[src/rtl/core/ggws_pkg.sv]
// Shared types and constants for the glyph grid width scan block.
// No dependencies; imported by ggws_cell and glyph_grid_width_scan_unit.
package ggws_pkg;

    // Grid geometry: the atlas is 16 cells by 16 cells
    localparam int GRID_CELLS = 16;
    localparam int CELL_IDX_W = 4;
    localparam logic [CELL_IDX_W-1:0] LAST_CELL = CELL_IDX_W'(GRID_CELLS - 1);

    // Configuration register indexes and reset values
    localparam int CFG_ADDR_W = 8;
    localparam int CFG_DATA_W = 7;
    localparam logic [CFG_ADDR_W-1:0] REG_CELL_WIDTH  = 8'd0;
    localparam logic [CFG_ADDR_W-1:0] REG_CELL_HEIGHT = 8'd1;
    localparam logic [CFG_DATA_W-1:0] CELL_SIZE_RESET = 7'd8;

    // Result field widths and blank-cell advances
    localparam int CODE_W  = 8;
    localparam int LEFT_W  = 10;
    localparam int WIDTH_W = 7;
    localparam logic [CODE_W-1:0]  SPACE_CODE    = 8'd32;
    localparam logic [WIDTH_W-1:0] SPACE_ADVANCE = 7'd4;
    localparam logic [WIDTH_W-1:0] BLANK_ADVANCE = 7'd3;

    // Controls broadcast from the top level to every cell
    typedef struct packed {
        logic hit;      // accepted pixel with nonzero alpha
        logic row_end;  // accepted pixel is the last of its cell row
        logic shift;    // head result taken, chain moves one place
        logic restart;  // register write, clear trackers
    } cell_ctrl_t;

endpackage

[src/rtl/core/ggws_cell.sv]
// One cell of the width scan chain: opaque-column tracker plus a result slot.
// Depends on ggws_pkg; instantiated 16 times by glyph_grid_width_scan_unit.
module ggws_cell
    import ggws_pkg::*;
#(
    parameter int XW = 6
) (
    input  logic          aclk,
    input  logic          aresetn,
    input  cell_ctrl_t    ctrl,
    input  logic          sel,
    input  logic [XW-1:0] x_in,
    input  logic          nb_valid,
    input  logic          nb_seen,
    input  logic [XW-1:0] nb_min,
    input  logic [XW-1:0] nb_max,
    output logic          slot_valid,
    output logic          slot_seen,
    output logic [XW-1:0] slot_min,
    output logic [XW-1:0] slot_max
);

    logic          seen_reg, seen_next;
    logic [XW-1:0] min_reg, min_next;
    logic [XW-1:0] max_reg, max_next;
    logic          sv_reg, sv_next;
    logic          ss_reg, ss_next;
    logic [XW-1:0] smin_reg, smin_next;
    logic [XW-1:0] smax_reg, smax_next;

    logic          hit;
    logic          upd_seen;
    logic [XW-1:0] upd_min;
    logic [XW-1:0] upd_max;

    // Tracker update for this pixel
    always_comb begin
        hit      = ctrl.hit && sel;
        upd_seen = seen_reg || hit;
        upd_min  = (hit && (!seen_reg || x_in < min_reg)) ? x_in : min_reg;
        upd_max  = (hit && (!seen_reg || x_in > max_reg)) ? x_in : max_reg;
    end

    // Tracker and slot next state
    always_comb begin
        seen_next = upd_seen;
        min_next  = upd_min;
        max_next  = upd_max;
        sv_next   = sv_reg;
        ss_next   = ss_reg;
        smin_next = smin_reg;
        smax_next = smax_reg;
        if (ctrl.restart) begin
            seen_next = 1'b0;
        end else if (ctrl.row_end) begin
            // snapshot includes the row's last pixel, then clear
            seen_next = 1'b0;
            sv_next   = 1'b1;
            ss_next   = upd_seen;
            smin_next = upd_min;
            smax_next = upd_max;
        end else if (ctrl.shift) begin
            sv_next   = nb_valid;
            ss_next   = nb_seen;
            smin_next = nb_min;
            smax_next = nb_max;
        end
    end

    always_ff @(posedge aclk) begin
        if (!aresetn) begin
            seen_reg <= 1'b0;
            sv_reg   <= 1'b0;
        end else begin
            seen_reg <= seen_next;
            sv_reg   <= sv_next;
        end
    end

    // Payload, no reset
    always_ff @(posedge aclk) begin
        min_reg  <= min_next;
        max_reg  <= max_next;
        ss_reg   <= ss_next;
        smin_reg <= smin_next;
        smax_reg <= smax_next;
    end

    assign slot_valid = sv_reg;
    assign slot_seen  = ss_reg;
    assign slot_min   = smin_reg;
    assign slot_max   = smax_reg;

endmodule

[src/rtl/core/glyph_grid_width_scan_unit.sv]
// Glyph grid width scan, top level: position counters, 16-cell chain, result head.
// Depends on ggws_pkg and ggws_cell.
//
// Usage: alpha bytes of a 16x16 glyph atlas enter on s_ (valid/ready), one
// pixel per item in raster order. Each cell of the current cell row keeps its
// leftmost and rightmost opaque column. The last pixel of a cell row loads all
// 16 cells' trackers into their result slots; the slots then shift toward
// cell 0 and leave on m_ as 16 items in character order, the first in the
// cycle after that pixel, one per cycle while m_ready is high.
// Throughput: one pixel per cycle. The burst drains while the next cell row
// streams in; only the last pixel of a cell row waits (s_ready low) while the
// previous burst still occupies the chain. At full output rate that happens
// only with 1x1 cells (16 pixels per cell row against 16 results).
// A stalled receiver holds the head result and the chain in place.
// Reset: registers back to 8x8 cells, scan at the image origin, chain empty.
// A register write (cfg_) restarts the scan; write only while idle.
module glyph_grid_width_scan_unit
    import ggws_pkg::*;
#(
    parameter int MAX_CELL_SIZE = 64
) (
    input  logic                  aclk,
    input  logic                  aresetn,
    // configuration
    input  logic                  cfg_valid,
    output logic                  cfg_ready,
    input  logic [CFG_ADDR_W-1:0] cfg_addr,
    input  logic [CFG_DATA_W-1:0] cfg_wdata,
    // pixel input
    input  logic                  s_valid,
    output logic                  s_ready,
    input  logic [7:0]            s_alpha,
    // results
    output logic                  m_valid,
    input  logic                  m_ready,
    output logic [CODE_W-1:0]     m_char_code,
    output logic [LEFT_W-1:0]     m_left_x,
    output logic [WIDTH_W-1:0]    m_glyph_width,
    output logic [WIDTH_W-1:0]    m_advance,
    output logic                  m_is_blank,
    output logic                  m_last_of_run
);

    localparam int XW = (MAX_CELL_SIZE > 1) ? $clog2(MAX_CELL_SIZE) : 1;
    localparam int EW = $clog2(MAX_CELL_SIZE + 1);

    logic [CFG_DATA_W-1:0] cell_width_reg, cell_width_next;
    logic [CFG_DATA_W-1:0] cell_height_reg, cell_height_next;
    logic [EW-1:0]         cw_eff, ch_eff;

    logic [XW-1:0]         x_reg, x_next;
    logic [CELL_IDX_W-1:0] col_reg, col_next;
    logic [XW-1:0]         y_reg, y_next;
    logic [CELL_IDX_W-1:0] row_reg, row_next;

    logic [CELL_IDX_W-1:0] out_idx_reg, out_idx_next;
    logic [CELL_IDX_W-1:0] row_code_reg, row_code_next;
    logic [LEFT_W-1:0]     origin_reg, origin_next;

    logic cfg_acc, s_acc, m_acc, restart;
    logic x_last, y_last, row_end_pos;
    cell_ctrl_t ctrl;

    logic          slot_valid [GRID_CELLS];
    logic          slot_seen  [GRID_CELLS];
    logic [XW-1:0] slot_min   [GRID_CELLS];
    logic [XW-1:0] slot_max   [GRID_CELLS];
    logic [WIDTH_W-1:0] span;

    // Handshakes
    assign cfg_ready   = 1'b1;
    assign cfg_acc     = cfg_valid && cfg_ready;
    assign row_end_pos = x_last && (col_reg == LAST_CELL) && y_last;
    assign s_ready     = !(row_end_pos && m_valid);
    assign s_acc       = s_valid && s_ready;
    assign m_acc       = m_valid && m_ready;

    // Register writes; any known index restarts the scan
    always_comb begin
        cell_width_next  = cell_width_reg;
        cell_height_next = cell_height_reg;
        restart          = 1'b0;
        if (cfg_acc) begin
            unique case (cfg_addr)
                REG_CELL_WIDTH: begin
                    cell_width_next = cfg_wdata;
                    restart         = 1'b1;
                end
                REG_CELL_HEIGHT: begin
                    cell_height_next = cfg_wdata;
                    restart          = 1'b1;
                end
                default: ;
            endcase
        end
    end

    // Effective cell size: zero acts as one, clamp to the maximum
    always_comb begin
        if (cell_width_reg == '0) begin
            cw_eff = EW'(1);
        end else if (int'(cell_width_reg) > MAX_CELL_SIZE) begin
            cw_eff = EW'(MAX_CELL_SIZE);
        end else begin
            cw_eff = EW'(cell_width_reg);
        end
        if (cell_height_reg == '0) begin
            ch_eff = EW'(1);
        end else if (int'(cell_height_reg) > MAX_CELL_SIZE) begin
            ch_eff = EW'(MAX_CELL_SIZE);
        end else begin
            ch_eff = EW'(cell_height_reg);
        end
    end

    // Pixel position counters
    assign x_last = (EW'(x_reg) == cw_eff - EW'(1));
    assign y_last = (EW'(y_reg) == ch_eff - EW'(1));

    always_comb begin
        x_next   = x_reg;
        col_next = col_reg;
        y_next   = y_reg;
        row_next = row_reg;
        if (restart) begin
            x_next   = '0;
            col_next = '0;
            y_next   = '0;
            row_next = '0;
        end else if (s_acc) begin
            if (!x_last) begin
                x_next = x_reg + XW'(1);
            end else begin
                x_next   = '0;
                col_next = col_reg + CELL_IDX_W'(1);
                if (col_reg == LAST_CELL) begin
                    y_next = y_last ? '0 : y_reg + XW'(1);
                    if (y_last) begin
                        row_next = row_reg + CELL_IDX_W'(1);
                    end
                end
            end
        end
    end

    // Cell controls
    always_comb begin
        ctrl.restart = restart;
        ctrl.hit     = s_acc && (s_alpha != '0);
        ctrl.row_end = s_acc && row_end_pos;
        ctrl.shift   = m_acc;
    end

    // Chain of cells; slot k refills from slot k+1
    for (genvar k = 0; k < GRID_CELLS; k++) begin : g_cell
        logic          nb_valid, nb_seen;
        logic [XW-1:0] nb_min, nb_max;
        if (k == GRID_CELLS - 1) begin : g_tail
            assign nb_valid = 1'b0;
            assign nb_seen  = 1'b0;
            assign nb_min   = '0;
            assign nb_max   = '0;
        end else begin : g_link
            assign nb_valid = slot_valid[k+1];
            assign nb_seen  = slot_seen[k+1];
            assign nb_min   = slot_min[k+1];
            assign nb_max   = slot_max[k+1];
        end
        ggws_cell #(
            .XW(XW)
        ) u_cell (
            .aclk      (aclk),
            .aresetn   (aresetn),
            .ctrl      (ctrl),
            .sel       (col_reg == CELL_IDX_W'(k)),
            .x_in      (x_reg),
            .nb_valid  (nb_valid),
            .nb_seen   (nb_seen),
            .nb_min    (nb_min),
            .nb_max    (nb_max),
            .slot_valid(slot_valid[k]),
            .slot_seen (slot_seen[k]),
            .slot_min  (slot_min[k]),
            .slot_max  (slot_max[k])
        );
    end

    // Result head: cell index, row code and cell origin of the head slot
    always_comb begin
        out_idx_next  = out_idx_reg;
        row_code_next = row_code_reg;
        origin_next   = origin_reg;
        if (ctrl.row_end) begin
            out_idx_next  = '0;
            row_code_next = row_reg;
            origin_next   = '0;
        end else if (m_acc) begin
            out_idx_next = out_idx_reg + CELL_IDX_W'(1);
            origin_next  = origin_reg + LEFT_W'(cw_eff);
        end
    end

    // Result fields from the head slot
    assign span          = WIDTH_W'(slot_max[0]) - WIDTH_W'(slot_min[0]) + WIDTH_W'(1);
    assign m_valid       = slot_valid[0];
    assign m_char_code   = {row_code_reg, out_idx_reg};
    assign m_is_blank    = !slot_seen[0];
    assign m_last_of_run = (out_idx_reg == LAST_CELL);
    assign m_left_x      = slot_seen[0] ? origin_reg + LEFT_W'(slot_min[0]) : origin_reg;
    assign m_glyph_width = slot_seen[0] ? span : '0;
    assign m_advance     = slot_seen[0] ? span + WIDTH_W'(1) :
                           (m_char_code == SPACE_CODE) ? SPACE_ADVANCE : BLANK_ADVANCE;

    // Control registers
    always_ff @(posedge aclk) begin
        if (!aresetn) begin
            cell_width_reg  <= CELL_SIZE_RESET;
            cell_height_reg <= CELL_SIZE_RESET;
            x_reg           <= '0;
            col_reg         <= '0;
            y_reg           <= '0;
            row_reg         <= '0;
            out_idx_reg     <= '0;
        end else begin
            cell_width_reg  <= cell_width_next;
            cell_height_reg <= cell_height_next;
            x_reg           <= x_next;
            col_reg         <= col_next;
            y_reg           <= y_next;
            row_reg         <= row_next;
            out_idx_reg     <= out_idx_next;
        end
    end

    // Head payload
    always_ff @(posedge aclk) begin
        row_code_reg <= row_code_next;
        origin_reg   <= origin_next;
    end

`ifndef SYNTHESIS
    // A cell row is only closed into an empty chain
    a_load_empty: assert property (@(posedge aclk) disable iff (!aresetn)
        ctrl.row_end |-> !m_valid)
        else $error("row loaded into a busy chain");

    // Burst starts at cell 0 right after the row's last pixel
    a_burst_start: assert property (@(posedge aclk) disable iff (!aresetn)
        ctrl.row_end |=> (m_valid && out_idx_reg == '0))
        else $error("burst did not start at cell 0");

    // Sixteenth result empties the chain
    a_burst_end: assert property (@(posedge aclk) disable iff (!aresetn)
        (m_acc && m_last_of_run) |=> !m_valid)
        else $error("chain not empty after last result");

    // Column counter stays inside the cell
    a_x_range: assert property (@(posedge aclk) disable iff (!aresetn)
        EW'(x_reg) < cw_eff)
        else $error("x position beyond cell width");
`endif

endmodule

[config.mk]
export PLATFORM = sky130hd
export DESIGN_NAME = glyph_grid_width_scan_unit
export DESIGN_NICKNAME = d
export VERILOG_FILES = /design/src/rtl/core/ggws_pkg.sv /design/src/rtl/core/ggws_cell.sv /design/src/rtl/core/glyph_grid_width_scan_unit.sv
export SDC_FILE = /design/constraint.sdc
export NUM_CORES = 1
export LEC_CHECK = 0
export BUFFER_PORTS_ARGS = -buffer_cell sky130_fd_sc_hd__buf_4
export CAP_MARGIN = 5
export CORE_MARGIN = 4
export CORE_UTILIZATION = 53
export DETAILED_ROUTE_END_ITERATION = 8
export GPL_ROUTABILITY_DRIVEN = 0
export PLACE_DENSITY_LB_ADDON = 0.08
export SYNTH_ARGS = -nofsm -noshare
export SYNTH_HDL_FRONTEND = slang
export SYNTH_HIERARCHICAL = 1
export SYNTH_SLANG_ARGS = --single-unit
[constraint.sdc]
create_clock -name aclk -period 16.55 [get_ports aclk]
set_input_delay 3.31 -clock aclk [delete_from_list [all_inputs] [get_ports aclk]]
set_output_delay 3.31 -clock aclk [all_outputs]
set_load 0.02 [all_outputs]
==> results <==
- The detailed router finished its first iteration with 1867 violations.
- Across all layers, the routed design uses 23.0k vias.
- The number of global-route vias before repair is 22.2k.
- The number of slew-limit violations in the final report is 0.
- Max-cap violations in this run came to 0.
- Setup repair after global routing left no endpoint under its margin.
- The number of gates resized after CTS was 0.
- The area share of fa/ha/maj cells after synthesis is 9.35%.
- After synthesis, the largest family of logic cells by area is compound AO/OA/AOI/OAI gates.
- Entering global routing, the biggest net connects 280 pins.
- The clock passes through at most 3 buffers.
- The area of the placeable core is 54000 um^2.
- The cell depth of the worst hold path is 0.
- The worst hold path endpoint is row_code_reg[3].
- The later pin in the worst-skew pair is clocked with a latency of 0.60 ns.
- The largest vdd supply drop is 0.0000748 V.
- The arrival time of data at the critical path endpoint is 3.92 ns.
- The number of hold buffers added after CTS is 0.
- The post-route cell area is 31800 um^2.
- For this design the static power due to leakage is 11.8 nW.
- The share of cells above drive strength 1 is 13.4%.
- The mean post-synth cell area is 9.80 um^2.
- In this run the post-CTS setup repair buffer count came out at 0.
- The highest net fanout along the worst path is 7.
- Of the post-synthesis cell area, the dominant cell type holds 21.9%.
- Counting I/O delays and the setup requirement, the final critical path takes 7.23 ns.
- The TritonCTS clock tree is built.
- The number of synthesized flops with an enable pin is 212.
- The global router's overall resource usage is 23.5%.
- The placed instances occupy a cell area of 29900 um^2.
- The non-filler instance count after layout is 3734.
- The net count of the finished layout is 3234.
- Across all hold checks on the routed design, the worst slack comes to 0.464 ns.
- The clock tree synthesis step divided the H-tree into 2 levels.
- Clock tree synthesis inserted a total of 55 buffers.
- Leaving out fill and tap cells, the most frequent cell in the layout is sky130_fd_sc_hd__inv_1.
- The layout overhead on the synthesized area is 9.27%.
- For the pin with the worst max-slew slack, the measured transition is 1.24 ns.
- The synthesized netlist devotes 0.934% of its cell area to XOR and XNOR gates.
- Dividing the detail-routed via count by the number of cells gives 6.15.
- The worst setup path is launched from a flop.
- After technology mapping, the gate count stands at 2968.
- By area the synthesized netlist is led by sky130_fd_sc_hd__edfxtp_1 (22%), sky130_fd_sc_hd__dfxtp_1 (19%), sky130_fd_sc_hd__ha_1 (9.1%).
- The met3 track demand over resource is 3.28%.
- The number of antenna violations at the first check in global routing was 1.
- The die is 242 um wide.
- met2 is the most crowded layer.
- The overflow left after global routing is 0.
- The worst flop-to-flop path endpoint is g_cell[12].u_cell/slot_seen.
- The total number of clock tree sinks is 484.
- The met1 usage is 31.6%.
- For this run, the leading register cell type out of synthesis is sky130_fd_sc_hd__dfxtp_1.
- The worst-case clock skew is 0.0203 ns.
- The initial core utilization is 53.8%.
- STA classifies the critical path endpoint as an output pin.
- The sequential element share of the synthesized area is 40.6%.
- The startpoint of the most critical register-to-register path is cell_height_reg[4].
- The detail-routed net length per standard cell is 19.1 um.
- The required time of the worst setup path is 13.24 ns.
- Yosys mapped the design onto 64 distinct sky130hd cell types.
- The critical path is of the flop to output pin type.
- For the final routed database, the setup TNS stands at 0 ns.
- The count of buffers inserted at the top-level ports is 63.
- The placed cell count is 3631.
- After detailed routing, the number of remaining DRC violations is 0.
- Summing the areas of all compound-gate instances in the mapped netlist gives 18.1% of the synthesized area.
- After synthesis, the share of cell area in mux cells is 9.35%.
- The floorplan step defined a die boundary enclosing 58700 um^2.
- The final hold violation count is 0.
- The worst register-to-register path has a setup slack of 10.04 ns.
- The final HPWL from detailed placement is 47.2 mm.
- The startpoint of the worst hold path is row_reg[3].
- For this run, the top clock speed supported by timing is 138 MHz.
- The total I/O pin count is 65.
- The clock transition at the register clock pins on the worst setup and hold paths after CTS is 0.06 ns.
- The worst pin sits at a relative slew slack of 17.3%.
- The Yosys step of the flow raised 6 warnings.
- The chip height is 242 um.
- Leaving out fill and tap cells, the most frequent cells in the layout are sky130_fd_sc_hd__inv_1 (429), sky130_fd_sc_hd__dfxtp_1 (266), sky130_fd_sc_hd__nand2_1 (240).
- The mapped cell area is 29100 um^2.
- The clock root buffer master is sky130_fd_sc_hd__clkbuf_16.
- In this run the worst hold path is classified as flop to flop.
- The number of antenna-violating nets in the routed design is 0.
- The floorplan has 85 rows.
- The number of storage elements in the synthesis netlist is 484.
- The first global-routing pass estimated 115 mm of wire.
- The fraction of the mapped netlist area in simple logic gates is 13.5%.
- For this run, the detailed router's first-pass iteration total came to 6.
- For this run, asynchronously set or reset flops after synthesis account for 0%.
- The setup violation total in the final timing report is 0.
- The run finished with clean final reports.
- For this design the ratio of total power to cell area is 79.8 nW/um^2.
- The wire length reported by the detailed router is 71.4 mm.
- The cell depth of the worst flop-to-flop path is 13.
- The final critical path takes up 43.7% of the cycle.
- The cell type with the largest total area after synthesis is sky130_fd_sc_hd__edfxtp_1.
- The met2 routing resource usage after global routing is 39.1%.
## synth_stat cells, types with 4 or more instances
library cell,count
sky130_fd_sc_hd__xor2_1,15
sky130_fd_sc_hd__buf_4,17
sky130_fd_sc_hd__a211o_1,16
sky130_fd_sc_hd__nor2b_1,25
sky130_fd_sc_hd__dfxtp_1,272
sky130_fd_sc_hd__mux2_2,133
sky130_fd_sc_hd__nor3b_1,4
sky130_fd_sc_hd__o311ai_0,99
sky130_fd_sc_hd__o31a_1,17
sky130_fd_sc_hd__o211a_1,16
sky130_fd_sc_hd__inv_2,16
sky130_fd_sc_hd__and4_1,5
sky130_fd_sc_hd__and3_1,24
sky130_fd_sc_hd__o31ai_1,12
sky130_fd_sc_hd__inv_1,431
sky130_fd_sc_hd__o21a_1,17
sky130_fd_sc_hd__buf_2,18
sky130_fd_sc_hd__clkbuf_1,66
sky130_fd_sc_hd__ha_1,211
sky130_fd_sc_hd__or3_1,8
sky130_fd_sc_hd__nor4_1,7
sky130_fd_sc_hd__xnor2_1,16
sky130_fd_sc_hd__buf_6,19
sky130_fd_sc_hd__nor2_1,148
sky130_fd_sc_hd__o21ai_0,15
sky130_fd_sc_hd__nand3_1,62
sky130_fd_sc_hd__a31oi_1,8
sky130_fd_sc_hd__a21o_1,8
sky130_fd_sc_hd__mux2i_1,26
sky130_fd_sc_hd__or4_1,8
sky130_fd_sc_hd__nor4b_1,19
sky130_fd_sc_hd__o221ai_1,192
sky130_fd_sc_hd__a31o_2,16
sky130_fd_sc_hd__nand2_1,240
sky130_fd_sc_hd__nor3_1,11
sky130_fd_sc_hd__and2_1,131
sky130_fd_sc_hd__mux2_4,64
sky130_fd_sc_hd__o211ai_1,4
sky130_fd_sc_hd__nand4_1,41
sky130_fd_sc_hd__nand2b_1,41
sky130_fd_sc_hd__o2111ai_1,97
sky130_fd_sc_hd__o41ai_1,16
sky130_fd_sc_hd__a21oi_1,114
sky130_fd_sc_hd__edfxtp_1,212
## critical path, stage by stage (launching register included)
cell                       delay, ns
sky130_fd_sc_hd__dfxtp_1        0.37
sky130_fd_sc_hd__nor2_1         0.29
sky130_fd_sc_hd__a32oi_1        0.20
sky130_fd_sc_hd__ha_1           0.29
sky130_fd_sc_hd__xnor2_1        0.18
sky130_fd_sc_hd__a221oi_1       0.27
sky130_fd_sc_hd__a31oi_1        0.08
sky130_fd_sc_hd__nor4_1         0.49
sky130_fd_sc_hd__nand3_1        0.40
sky130_fd_sc_hd__or3_2          0.57
sky130_fd_sc_hd__buf_4          0.18
## cell type report
class / count / area [um^2]
Clock buffer: 76 / 1580
Fill cell: 4657 / 22300
Clock inverter: 26 / 264
Timing Repair Buffer: 75 / 588
Sequential cell: 484 / 11800
Multi-Input combinational cell: 1929 / 15000
Antenna cell: 1 / 2.50
Inverter: 447 / 1680
Tap cell: 696 / 871
## per-stage QoR
step | worst slack (ns) | util [%] | power (mW)
after global routing | 9.09 | 58.8 | 2.63
after floorplan | 8.54 | - | 1.31
final | 9.32 | 58.8 | 2.54
after CTS | 9.34 | 58.8 | 2.57
after global placement | 9.20 | 55.4 | 1.33
after detailed placement | 9.02 | 55.4 | 1.33
## power by group
part | internal [mW] | total (mW) | switching [mW] | leakage [nW]
Sequential | 1.24 | 1.25 | 0.00680 | 4.11
Clock | 0.742 | 1.23 | 0.489 | 0.909
Combinational | 0.0219 | 0.0605 | 0.0387 | 6.78
Total | 2.00 | 2.54 | 0.534 | 11.8
## worst max-delay path by stage
stage	cells after the start	to	startpoint	slack (ns)
after floorplan	6	g_cell[0].u_cell/slot_max[0]	s_valid	8.54
after global placement	7	g_cell[14].u_cell/slot_max[2]	s_valid	9.20
after detailed placement	7	g_cell[13].u_cell/slot_max[2]	s_valid	9.02
after CTS	10	s_ready	cell_height_reg[4]	9.34
after global routing	10	s_ready	cell_height_reg[4]	9.09
final	10	s_ready	cell_height_reg[4]	9.32
## layer usage
metal / routed length (um) / vias to the layer above
li1: - / 11081
met1: 31900 / 11068
met2: 33500 / 647
met3: 3870 / 159
met4: 2070 / 0
met5: 0 / -
## kinds of logic (layout without fill, tap and decap cells)
logic type | Yosys count | in the layout
other cells | 2 | 16
simple gates | 782 | 782
compound gates | 662 | 662
flops | 484 | 484
fa+ha+maj | 216 | 216
buf+inv | 568 | 624
mux | 223 | 223
xor+xnor | 31 | 31
(Power assumes the default switching activity.)
